**src/rtl/ybr_pkg.sv**
```systemverilog
// Package for the YMODEM block receiver: protocol codes, result types and the
// byte-wide CRC-16/XMODEM update function. No dependencies.
package ybr_pkg;

    // Lead bytes of a frame.
    localparam logic [7:0] LEAD_SOH = 8'h01;
    localparam logic [7:0] LEAD_STX = 8'h02;
    localparam logic [7:0] LEAD_EOT = 8'h04;

    // Reply codes.
    localparam logic [7:0] CODE_ACK = 8'h06;
    localparam logic [7:0] CODE_NAK = 8'h15;
    localparam logic [7:0] CODE_C   = 8'h43;

    localparam logic [7:0]  SEQ_CHECK = 8'hFF;
    localparam logic [15:0] CRC_POLY  = 16'h1021;

    localparam logic [10:0] LEN_NONE  = 11'd0;
    localparam logic [10:0] LEN_SHORT = 11'd128;
    localparam logic [10:0] LEN_LONG  = 11'd1024;
    localparam logic [10:0] COUNT_MAX = 11'd2047;

    // Depth of the result queue; a power of two, at least 4.
    localparam int RESULT_DEPTH_DEFAULT = 4;

    typedef enum logic [1:0] {
        FK_NONE = 2'd0,
        FK_SOH  = 2'd1,
        FK_STX  = 2'd2,
        FK_EOT  = 2'd3
    } frame_kind_t;

    typedef enum logic [1:0] {
        KIND_PAYLOAD = 2'd0,
        KIND_REPLY   = 2'd1,
        KIND_VERDICT = 2'd2
    } result_kind_t;

    typedef enum logic [1:0] {
        ST_GOOD   = 2'd0,
        ST_EOT    = 2'd1,
        ST_REJECT = 2'd2
    } block_status_t;

    typedef struct packed {
        result_kind_t  kind;
        logic [7:0]    value;
        logic [7:0]    block_number;
        block_status_t status;
        logic [10:0]   data_length;
        logic          last;
    } result_t;

    // One byte of CRC-16/XMODEM, MSB first.
    function automatic logic [15:0] crc_step(input logic [15:0] crc, input logic [7:0] b);
        logic [15:0] c;
        c = crc ^ {b, 8'h00};
        for (int i = 0; i < 8; i++) begin
            c = c[15] ? ({c[14:0], 1'b0} ^ CRC_POLY) : {c[14:0], 1'b0};
        end
        return c;
    endfunction

endpackage

```
**src/rtl/ybr_frame.sv**
```systemverilog
// Frame parser of the YMODEM block receiver: frame state, CRC, verdict and
// reply generation for one accepted byte. Depends on ybr_pkg.
module ybr_frame (
    input  logic            clk,
    input  logic            rst_n,
    input  logic            cfg_we,
    input  logic            cfg_bit,
    input  logic            in_fire,
    input  logic [7:0]      rx_byte,
    input  logic            frame_end,
    output ybr_pkg::result_t res0,
    output ybr_pkg::result_t res1,
    output logic [1:0]      res_count
);
    import ybr_pkg::*;

    logic        reply_enable_reg;
    logic [10:0] byte_count_reg, byte_count_next;
    frame_kind_t frame_kind_reg, frame_kind_next;
    logic [7:0]  seq_reg, seq_next;
    logic [7:0]  comp_reg, comp_next;
    logic [15:0] crc_reg, crc_next;
    logic [7:0]  crc_hi_reg, crc_hi_next;
    logic [7:0]  crc_lo_reg, crc_lo_next;
    logic        eot_pending_reg, eot_pending_next;

    frame_kind_t   kind_cur;
    logic [10:0]   plen;
    logic          has_data;
    logic          in_payload;
    logic [10:0]   cnt_inc;
    logic          hdr_ok;
    logic          good;
    block_status_t status_v;
    logic [7:0]    blk_v;
    logic [10:0]   len_v;
    logic [1:0]    n;

    always_comb
    begin
        if (byte_count_reg == 11'd0)
        begin
            unique case (rx_byte)
                LEAD_SOH: kind_cur = FK_SOH;
                LEAD_STX: kind_cur = FK_STX;
                LEAD_EOT: kind_cur = FK_EOT;
                default:  kind_cur = FK_NONE;
            endcase
        end
        else
        begin
            kind_cur = frame_kind_reg;
        end
    end

    always_comb
    begin
        unique case (kind_cur)
            FK_SOH:  plen = LEN_SHORT;
            FK_STX:  plen = LEN_LONG;
            default: plen = LEN_NONE;
        endcase
    end

    assign has_data   = (plen != LEN_NONE);
    assign in_payload = has_data && (byte_count_reg >= 11'd3)
                        && (byte_count_reg < (plen + 11'd3));
    assign cnt_inc    = (byte_count_reg == COUNT_MAX) ? byte_count_reg
                                                      : byte_count_reg + 11'd1;

    // Field capture and CRC update for the current byte position.
    always_comb
    begin
        seq_next    = seq_reg;
        comp_next   = comp_reg;
        crc_next    = crc_reg;
        crc_hi_next = crc_hi_reg;
        crc_lo_next = crc_lo_reg;
        if (has_data)
        begin
            if (byte_count_reg == 11'd1)
            begin
                seq_next = rx_byte;
            end
            else if (byte_count_reg == 11'd2)
            begin
                comp_next = rx_byte;
            end
            else if (in_payload)
            begin
                crc_next = crc_step(crc_reg, rx_byte);
            end
            else if (byte_count_reg == plen + 11'd3)
            begin
                crc_hi_next = rx_byte;
            end
            else if (byte_count_reg == plen + 11'd4)
            begin
                crc_lo_next = rx_byte;
            end
        end
    end

    assign hdr_ok = ((seq_next | comp_next) == SEQ_CHECK);
    assign good   = has_data && hdr_ok && (cnt_inc >= plen + 11'd5)
                    && (crc_next == {crc_hi_next, crc_lo_next});

    always_comb
    begin
        if (good)
        begin
            status_v = ST_GOOD;
            blk_v    = seq_next;
            len_v    = plen;
        end
        else
        begin
            status_v = (!has_data && kind_cur == FK_EOT) ? ST_EOT : ST_REJECT;
            blk_v    = 8'd0;
            len_v    = LEN_NONE;
        end
    end

    // Result generation: a payload byte, or one or two results at frame end.
    always_comb
    begin
        res0             = '{KIND_PAYLOAD, 8'd0, blk_v, status_v, len_v, 1'b1};
        res1             = '{KIND_REPLY, CODE_C, blk_v, status_v, len_v, 1'b1};
        n                = 2'd0;
        eot_pending_next = eot_pending_reg;
        if (!frame_end)
        begin
            res0 = '{KIND_PAYLOAD, rx_byte, seq_next, ST_GOOD, plen, 1'b0};
            if (in_payload && hdr_ok)
            begin
                n = 2'd1;
            end
        end
        else if (!reply_enable_reg)
        begin
            res0.kind = KIND_VERDICT;
            n         = 2'd1;
        end
        else
        begin
            res0.kind = KIND_REPLY;
            unique case (status_v)
                ST_REJECT:
                begin
                    res0.value = CODE_NAK;
                    n          = 2'd1;
                end
                ST_GOOD:
                begin
                    res0.value = CODE_ACK;
                    if (blk_v == 8'd0)
                    begin
                        res0.last        = 1'b0;
                        n                = 2'd2;
                        eot_pending_next = 1'b0;
                    end
                    else
                    begin
                        n = 2'd1;
                    end
                end
                default:
                begin
                    if (!eot_pending_reg)
                    begin
                        res0.value       = CODE_NAK;
                        n                = 2'd1;
                        eot_pending_next = 1'b1;
                    end
                    else
                    begin
                        res0.value       = CODE_ACK;
                        res0.last        = 1'b0;
                        n                = 2'd2;
                        eot_pending_next = 1'b0;
                    end
                end
            endcase
        end
    end

    assign res_count = in_fire ? n : 2'd0;

    always_comb
    begin
        byte_count_next = cnt_inc;
        frame_kind_next = kind_cur;
        if (frame_end)
        begin
            byte_count_next = 11'd0;
            frame_kind_next = FK_NONE;
        end
    end

    always_ff @(posedge clk or negedge rst_n)
    begin
        if (!rst_n)
        begin
            reply_enable_reg <= 1'b1;
            byte_count_reg   <= 11'd0;
            frame_kind_reg   <= FK_NONE;
            seq_reg          <= 8'd0;
            comp_reg         <= 8'd0;
            crc_reg          <= 16'd0;
            crc_hi_reg       <= 8'd0;
            crc_lo_reg       <= 8'd0;
            eot_pending_reg  <= 1'b0;
        end
        else
        begin
            if (cfg_we)
            begin
                reply_enable_reg <= cfg_bit;
            end
            if (in_fire)
            begin
                byte_count_reg  <= byte_count_next;
                frame_kind_reg  <= frame_kind_next;
                eot_pending_reg <= eot_pending_next;
                if (frame_end)
                begin
                    seq_reg    <= 8'd0;
                    comp_reg   <= 8'd0;
                    crc_reg    <= 16'd0;
                    crc_hi_reg <= 8'd0;
                    crc_lo_reg <= 8'd0;
                end
                else
                begin
                    seq_reg    <= seq_next;
                    comp_reg   <= comp_next;
                    crc_reg    <= crc_next;
                    crc_hi_reg <= crc_hi_next;
                    crc_lo_reg <= crc_lo_next;
                end
            end
        end
    end

    // A pair of results is always a reply followed by the closing C.
    a_pair_shape: assert property (@(posedge clk) disable iff (!rst_n)
        (res_count == 2'd2) |-> (!res0.last && res1.last && res0.value == CODE_ACK))
        else $error("two-result frame end is not ACK followed by C");

    // A forwarded payload byte never closes a frame.
    a_payload_not_last: assert property (@(posedge clk) disable iff (!rst_n)
        (res_count == 2'd1 && res0.kind == KIND_PAYLOAD) |-> (!res0.last && !frame_end))
        else $error("payload result marked as last");

endmodule

```
**src/rtl/ybr_out_fifo.sv**
```systemverilog
// Result queue of the YMODEM block receiver: takes up to two results per
// cycle and hands out one per cycle while out_ready is high. Depends on ybr_pkg.
module ybr_out_fifo #(
    parameter int DEPTH = ybr_pkg::RESULT_DEPTH_DEFAULT
) (
    input  logic             clk,
    input  logic             rst_n,
    input  logic [1:0]       push_count,
    input  ybr_pkg::result_t push0,
    input  ybr_pkg::result_t push1,
    output logic             room2,
    output logic             out_valid,
    input  logic             out_ready,
    output ybr_pkg::result_t out_data
);
    import ybr_pkg::*;

    localparam int AW = $clog2(DEPTH);
    localparam int CW = $clog2(DEPTH + 1);

    result_t         mem [DEPTH];
    logic [AW-1:0]   wr_ptr_reg, wr_ptr_next;
    logic [AW-1:0]   rd_ptr_reg, rd_ptr_next;
    logic [CW-1:0]   count_reg, count_next;
    logic            pop;

    assign out_valid   = (count_reg != CW'(0));
    assign out_data    = mem[rd_ptr_reg];
    assign pop         = out_valid && out_ready;
    assign room2       = (count_reg <= CW'(DEPTH - 2));
    assign wr_ptr_next = wr_ptr_reg + AW'(push_count);
    assign rd_ptr_next = rd_ptr_reg + AW'(pop);
    assign count_next  = count_reg + CW'(push_count) - CW'(pop);

    always_ff @(posedge clk)
    begin
        if (push_count != 2'd0)
        begin
            mem[wr_ptr_reg] <= push0;
        end
        if (push_count == 2'd2)
        begin
            mem[wr_ptr_reg + AW'(1)] <= push1;
        end
    end

    always_ff @(posedge clk or negedge rst_n)
    begin
        if (!rst_n)
        begin
            wr_ptr_reg <= '0;
            rd_ptr_reg <= '0;
            count_reg  <= '0;
        end
        else
        begin
            wr_ptr_reg <= wr_ptr_next;
            rd_ptr_reg <= rd_ptr_next;
            count_reg  <= count_next;
        end
    end

    // Writes only arrive when two slots are free, so the queue never overflows.
    a_no_overflow: assert property (@(posedge clk) disable iff (!rst_n)
        (push_count != 2'd0) |-> (count_reg <= CW'(DEPTH - 2)))
        else $error("result queue written without room");

    // Occupancy agrees with the pointer distance.
    a_ptr_count: assert property (@(posedge clk) disable iff (!rst_n)
        (count_reg != CW'(DEPTH)) |-> (AW'(wr_ptr_reg - rd_ptr_reg) == AW'(count_reg)))
        else $error("result queue pointers and count disagree");

endmodule

```
**src/rtl/ymodem_block_receiver.sv**
```systemverilog
// YMODEM block receiver: results pass through the result queue, which registers
// them for the master side. One byte is accepted every cycle while the result
// queue (four entries by default) has two free slots; an ACK+C reply is two
// results. Reset (rst_n, asynchronous, active low) clears the frame state and the
// pending-EOT flag, sets reply_enable to 1 and empties the result queue.
module ymodem_block_receiver #(
    parameter int RESULT_DEPTH = ybr_pkg::RESULT_DEPTH_DEFAULT
) (
    input  logic        clk,
    input  logic        rst_n,
    // Input bytes.
    input  logic        s_tvalid,
    output logic        s_tready,
    input  logic [7:0]  s_tdata,   // [7:0] rx_byte
    input  logic        s_tlast,   // frame_end
    // Results.
    output logic        m_tvalid,
    input  logic        m_tready,
    output logic [31:0] m_tdata,   // [7:0] value, [15:8] block_number,
                                   // [17:16] status, [28:18] data_length, rest 0
    output logic [1:0]  m_tuser,   // [1:0] kind
    output logic        m_tlast,   // last
    // Configuration: reply_enable.
    input  logic        cfg_valid,
    output logic        cfg_ready,
    input  logic        cfg_data
);
    import ybr_pkg::*;

    // The parser works on the accepted byte in a single pass: it updates the
    // frame state and CRC and produces zero, one or two results, which are
    // written into the result queue in the same transaction. The queue acts as
    // the output register: bytes flow on while results wait, if two slots are free.
    logic       in_fire;
    result_t    res0;
    result_t    res1;
    logic [1:0] res_count;
    logic       room2;
    result_t    out_data;

    assign cfg_ready = 1'b1;
    assign s_tready  = room2;
    assign in_fire   = s_tvalid && s_tready;

    ybr_frame u_frame (
        .clk       (clk),
        .rst_n     (rst_n),
        .cfg_we    (cfg_valid && cfg_ready),
        .cfg_bit   (cfg_data),
        .in_fire   (in_fire),
        .rx_byte   (s_tdata),
        .frame_end (s_tlast),
        .res0      (res0),
        .res1      (res1),
        .res_count (res_count)
    );

    ybr_out_fifo #(
        .DEPTH (RESULT_DEPTH)
    ) u_out_fifo (
        .clk        (clk),
        .rst_n      (rst_n),
        .push_count (res_count),
        .push0      (res0),
        .push1      (res1),
        .room2      (room2),
        .out_valid  (m_tvalid),
        .out_ready  (m_tready),
        .out_data   (out_data)
    );

    // Pack the result fields onto the stream bus.
    assign m_tdata = {3'b000, out_data.data_length, out_data.status,
                      out_data.block_number, out_data.value};
    assign m_tuser = out_data.kind;
    assign m_tlast = out_data.last;

endmodule
```
**config.mk**
```make
export PLATFORM = sky130hd
export DESIGN_NAME = ymodem_block_receiver
export DESIGN_NICKNAME = d
export VERILOG_FILES = /design/src/rtl/ybr_pkg.sv /design/src/rtl/ybr_frame.sv /design/src/rtl/ybr_out_fifo.sv /design/src/rtl/ymodem_block_receiver.sv
export SDC_FILE = /design/constraint.sdc
export NUM_CORES = 1
export LEC_CHECK = 0
export BUFFER_PORTS_ARGS = -buffer_cell sky130_fd_sc_hd__buf_2
export CORE_MARGIN = 2
export CORE_UTILIZATION = 45
export CTS_BUF_LIST = sky130_fd_sc_hd__clkbuf_4 sky130_fd_sc_hd__clkbuf_8
export CTS_CLUSTER_SIZE = 10
export DETAILED_ROUTE_END_ITERATION = 10
export PLACE_DENSITY = 0.66
export SLEW_MARGIN = 20
export SYNTH_ARGS = -nofsm -noshare
export SYNTH_HDL_FRONTEND = slang
export SYNTH_SLANG_ARGS = --single-unit
export TNS_END_PERCENT = 30
```
**constraint.sdc**
```tcl
create_clock -name clk -period 6.6 [get_ports clk]
set_clock_uncertainty 0.05 [all_clocks]
set_input_delay 0.66 -clock clk [delete_from_list [all_inputs] [get_ports clk]]
set_output_delay 0.66 -clock clk [all_outputs]
set_load 0.005 [all_outputs]
```
### Yosys cells after proc, flatten, opt, wreduce, memory -nomap -nowiden

Memories as Yosys holds them, arrays and structs flattened.
Index checks and enable logic that the tools add are counted.

* flip-flop bits (word level): 70
* memory bits (writable): 128
* input bits: 15
* output and inout bits: 38
* word-level logic and storage cells: 137
* memories kept: 1

Memory list
* u_out_fifo.mem: words 4, bits a word 32, read ports 1, clocked after Yosys merged registers in 0, wr ports 2, RTL line ybr_out_fifo.sv:21 `result_t mem [DEPTH];`

* add/sub/neg operators: 9
* $lt $le $gt $ge: 4
* equal/unequal tests: 16
* muxes and demuxes: 67
* bitwise logic cells: 11
* reductions and logical operators: 17

Operators by type and width (number)
* 8-bit 2-to-1 mux: 22
* 13-bit 2-to-1 mux: 8
* 16-bit 2-to-1 mux: 5
* 11-bit 2-to-1 mux: 3
* 3-bit NOT: 8
* 11-bit by 3-bit adder with 11-bit output (second input constant): 2
* 11-bit equality test: 2
* 11-bit case mux with 2 select lines: 1
* 21-bit 2-to-1 mux: 1
* 2-bit 2-to-1 mux: 10
* 16-bit equality test: 1
* 8-bit case mux with 2 select lines: 1
* 16-bit bitwise XOR: 1
* 11-bit by 1-bit adder with 11-bit output (second input constant): 1
* 11-bit by 2-bit adder with 11-bit output (second input constant): 1
* 11-bit by 1-bit equality test with 1-bit output (second input constant): 1
* 11-bit equality test (second input constant): 1
* 11-bit by 2-bit equality test with 1-bit output (second input constant): 1
* 11-bit >= comparator: 1
* 11-bit by 2-bit >= comparator with 1-bit output (second input constant): 1
* 11-bit zero test: 1
* 11-bit less-than comparator: 1
* 11-bit nonzero test: 1
* 1-bit 2-to-1 mux: 10
* other kinds (27): 39

### Longest topological paths before layout

* depth after elaboration: 33
* gate-level depth with buffers: 27
* mapped depth without buffers: 22

### By module

A second synthesis with hierarchy kept.

* cells, all modules: 922
* area, all modules: 11796.3 um2

By module, submodules not included
* ybr_out_fifo: instances 1, cells an instance 350, area an instance 6912.9 um2
* ybr_frame: instances 1, cells an instance 565, area an instance 4839.6 um2
* ymodem_block_receiver: instances 1, cells an instance 7, area an instance 43.8 um2

### Worst setup path after synthesis

Ideal clock, no wire load.

* kind: flip-flop to flip-flop
* start: reg u_frame.byte_count_reg[3]
* end: reg u_out_fifo.count_reg[2]
* library setup time: 0.123 ns
* data arrival time: 5.534 ns
* required time: 6.427 ns
* slack: 0.894 ns
* cell stages (with the launch flop): 26
* path buffers: 3
* period minus slack after synthesis: 5.706 ns
* path through: dfrtp_1 -> buf_6 -> or4_4 -> buf_6 -> nor3_1 -> nand2_1 -> nor4_1 -> a21oi_1 -> inv_1 -> ha_1 -> inv_1 -> ha_1 -> nor4bb_1 -> nand2_1 -> nor4_2 -> a21oi_1 -> o211a_1 -> nor4b_4 -> and4_4 -> and4_1 -> buf_2 -> nor2_1 -> ha_1 -> inv_1 -> fa_1 -> xnor2_1

* longest elaborated chain between the ends: 23

RTL lines
* from (decl): RTL line ybr_frame.sv:18 `logic [10:0] byte_count_reg, byte_count_next;`
* from (signal assigned): RTL line ybr_frame.sv:222 `byte_count_reg <= byte_count_next;`
* branches (longest 19 deep; another with 11-bit by 2-bit adder with 11-bit output)
* 2-bit 2-to-1 mux *: RTL line ybr_frame.sv:131 `if (!frame_end)`
* 2-bit 2-to-1 mux *: RTL line ybr_frame.sv:187 `assign res_count = in_fire ? n : 2'd0;`
* 3-bit by 2-bit adder with 3-bit output *: RTL line ybr_out_fifo.sv:33 `assign count_next = count_reg + CW'(push_count) - CW'(pop);`
* 3-bit by 1-bit subtractor with 3-bit output *: RTL line ybr_out_fifo.sv:33
* via u_out_fifo.count_next[2]: RTL line ybr_out_fifo.sv:24 `logic [CW-1:0] count_reg, count_next;`
* to (signal assigned): RTL line ybr_out_fifo.sv:59 `count_reg <= count_next;`
* to (decl): RTL line ybr_out_fifo.sv:24

Mark *: on every way through the listed nets, which the timed path passes.
A chain may end at the register's enable or synchronous reset.

### Worst setup path after layout

* start: reg u_frame.byte_count_reg[8]
* end: reg u_out_fifo.count_reg[2]

Same word-level chain as after synthesis.

==> metrics.cfg <==
[outcome]
status = finished, final reports clean

[critical_path]
arrival_ps = 6470
worst_setup_path_end_kind = flip-flop
r2r_cells = 23
crit-reg2reg-launch = u_frame.byte_count_reg[8]$_DFFE_PN0P_
start_kind = flip-flop
crit_type = flip-flop to flip-flop
startpoint = u_frame.byte_count_reg[8]$_DFFE_PN0P_
required_ps = 6900
crit_fanout = 20

[grt]
grt_pass1_vias = 6833
grt_start_max_net_pins = 71
grt_pass1_wl_mm = 37.1
grt_overflow = 0
grt_antenna_before_repair = 0
grt.total_usage_pct = 21.8

[floorplan]
core-area_um2 = 20000
dieWidth_um = 146
die-area_um2 = 21400
rows = 52
io_pins = 53
fp.dieH_um = 146
initial_utilization_pct = 45.4

[power_and_ir_drop]
power.leakage_nw = 3.98
total_power_w = 0.00348
power_density_nw_per_um2 = 350
vdd_ir_drop_max_uv = 160

[placement]
io_buffers = 39
placed_area_um2 = 9550
dpl.hpwl_mm = 15.4
gp_congestion = 0.847

[sta]
tns_ps = 0
timing.final.crit_share_pct = 93.4
max_freq_mhz = 162
finalCriticalPeriod_ps = 6160
hold_viol_final = 0
final_max_slew_viol_count = 0
setup_violations = 0
slew_headroom_pct = 38.4
worst_slew_pin_slew_ps = 924
rsz0062_at_grt = no

[logic_synthesis]
synthesis.area_um2 = 9110
yosys.area.top_type = dfrtp_1
ys_ff_latch = 162
yosysMostFrequentCell = nand2_1
yosysWarningCount = 0
ys_seq_area_share_pct = 44.8
ys_async_sr_fraction_pct = 43.2
netlist_instances = 918
synth_edf_count = 48
syn_avg_cell_area_um2 = 9.92
synthFlopType = dfrtp_1
ys_types = 80
yosys-top-cells-area = dfrtp_1 19%, edfxtp_1 16%, dfxtp_1 9.7%
synth_top_area_share_pct = 19.0
synthTopCellsByCount = 116 x nand2_1, 80 x nor2_1, 69 x dfrtp_1

[routing]
drtIter0Drc = 758
ant_nets = 0
wire_per_inst_um = 18.5
vias = 7084
viasPerCell = 5.77
drc = 0
firstDrtPassIters = 6
wirelength_mm = 22.7

[hold_path]
holdCritPathClass = input pin to asynchronous set/reset pin

[cells_and_area]
fin_nets = 977
stdcell_area_um2 = 9940
area_growth_pct = 9.19
antenna_cells = 0
largest_reg_flops = 92
drive_above_1_share_pct = 16.8

[clock_tree]
root_buffer = clkbuf_8
cts_buffers = 17
cts_setup_buffers = 0
cts_tree = yes
postCtsHoldBufs = 0
cts_max_level = 4
clk_latency_ps = 460
clock-sinks = 162
clock_path_buffers = 2
clkSlewWorstSetupHoldPaths_ps = 100
ctsResizeCount = 0

[run]
drv_cap = 0

[layer usage]
metal	part of all wire (%)	routed length (um)	global-route usage, %
met4	1.8	407	6.55
met2	47	10700	35.0
met3	4.7	1060	3.53
met5	0	0	0
met1	46	10500	30.6
[power breakdown]
group	internal (W)	switching, W
clock	0.000291	0.000424
combinational	0.000604	0.000713
sequential	0.00128	0.000168
total	0.00217	0.00130
[cell families (layout without fill, tap and decap cells)]
logic type | Yosys count | count (layout) | share of synthesized area, %
simple gates | 295 | 295 | 15.7
compound gates | 242 | 242 | 17.7
flops | 162 | 162 | 44.8
buf+inv | 91 | 120 | 4.75
mux | 68 | 68 | 10.7
xor+xnor | 41 | 41 | 3.94
fa+ha+maj | 17 | 17 | 2.42
other cells | 2 | 13 | 0.0825
[critical path: stages, from the launching register on]
cell      delay [ps]
dfrtp_1          510
or4_1            660
nor3_1           230
nand2_1          160
nor4_1           280
a21oi_1          110
inv_1             90
ha_1             160
inv_1            100
ha_1             310
nor4bb_2         420
nand4_1          200
buf_4            260
mux2i_1          200
xor2_1           190
nor2_1            70
a211oi_1         300
nand4_1          310
nor4_2           390
or2_2            160
a21boi_0         120
ha_1             250
fa_1             380
xnor2_1          140
[cell type report]
| class | count | area, um2 |
|---|---|---|
| well taps | 270 | 338 |
| multi-input cells | 676 | 4660 |
| fillers | 1882 | 10100 |
| clock inverters | 14 | 133 |
| flip-flops and latches | 162 | 4080 |
| inverters | 19 | 71.3 |
| repair buffers | 69 | 423 |
| clock buffers | 18 | 248 |
[through the flow]
stage	instances	util [%]	setup WS [ps]	hold slack, ps
3_3_place_gp	1196	47.7	643	392
2_1_floorplan	929	-	894	314
5_1_grt	1228	49.6	19.0	331
4_1_cts	1228	49.6	356	295
6_report	1228	49.6	435	272
3_5_place_dp	1196	47.7	403	395
[cells in the final DEF (no fill, tap or decap), types with 5 or more instances in the layout]
cell type	count
a22oi_1	23
xnor2_1	24
and3_1	8
inv_1	19
a21oi_2	5
a21boi_0	8
buf_4	31
buf_2	38
clkbuf_8	18
nor2_1	80
edfxtp_1	48
nand3_1	20
a21oi_1	46
o21ai_1	6
nand2_1	115
conb_1	13
a211oi_1	9
inv_8	5
nor2b_1	5
nor4_1	7
dfrtp_1	69
mux4_2	23
nand4_1	5
xor2_1	17
o21ai_0	62
or4_1	5
a21o_1	12
o211ai_1	12
and2_1	6
nor3_1	13
dfxtp_1	44
o311ai_1	5
mux2i_1	41
ha_1	16
a22o_1	6
[final timing paths]
kind	endpoint	slack [ps]
min in group clk	u_frame.reply_enable_reg$_DFFE_PN1P_	390
worst max-delay path	u_out_fifo.count_reg[2]$_DFF_PN0_	440
worst max register to register	u_out_fifo.count_reg[2]$_DFF_PN0_	440
max in group asynchronous	u_frame.seq_reg[1]$_DFFE_PN0P_	5630
worst min-delay path	u_frame.crc_lo_reg[0]$_DFFE_PN0P_	270
worst min register to register	u_out_fifo.mem[2][27]$_SDFFE_PP0P_	410
(Power assumes the default switching activity.)
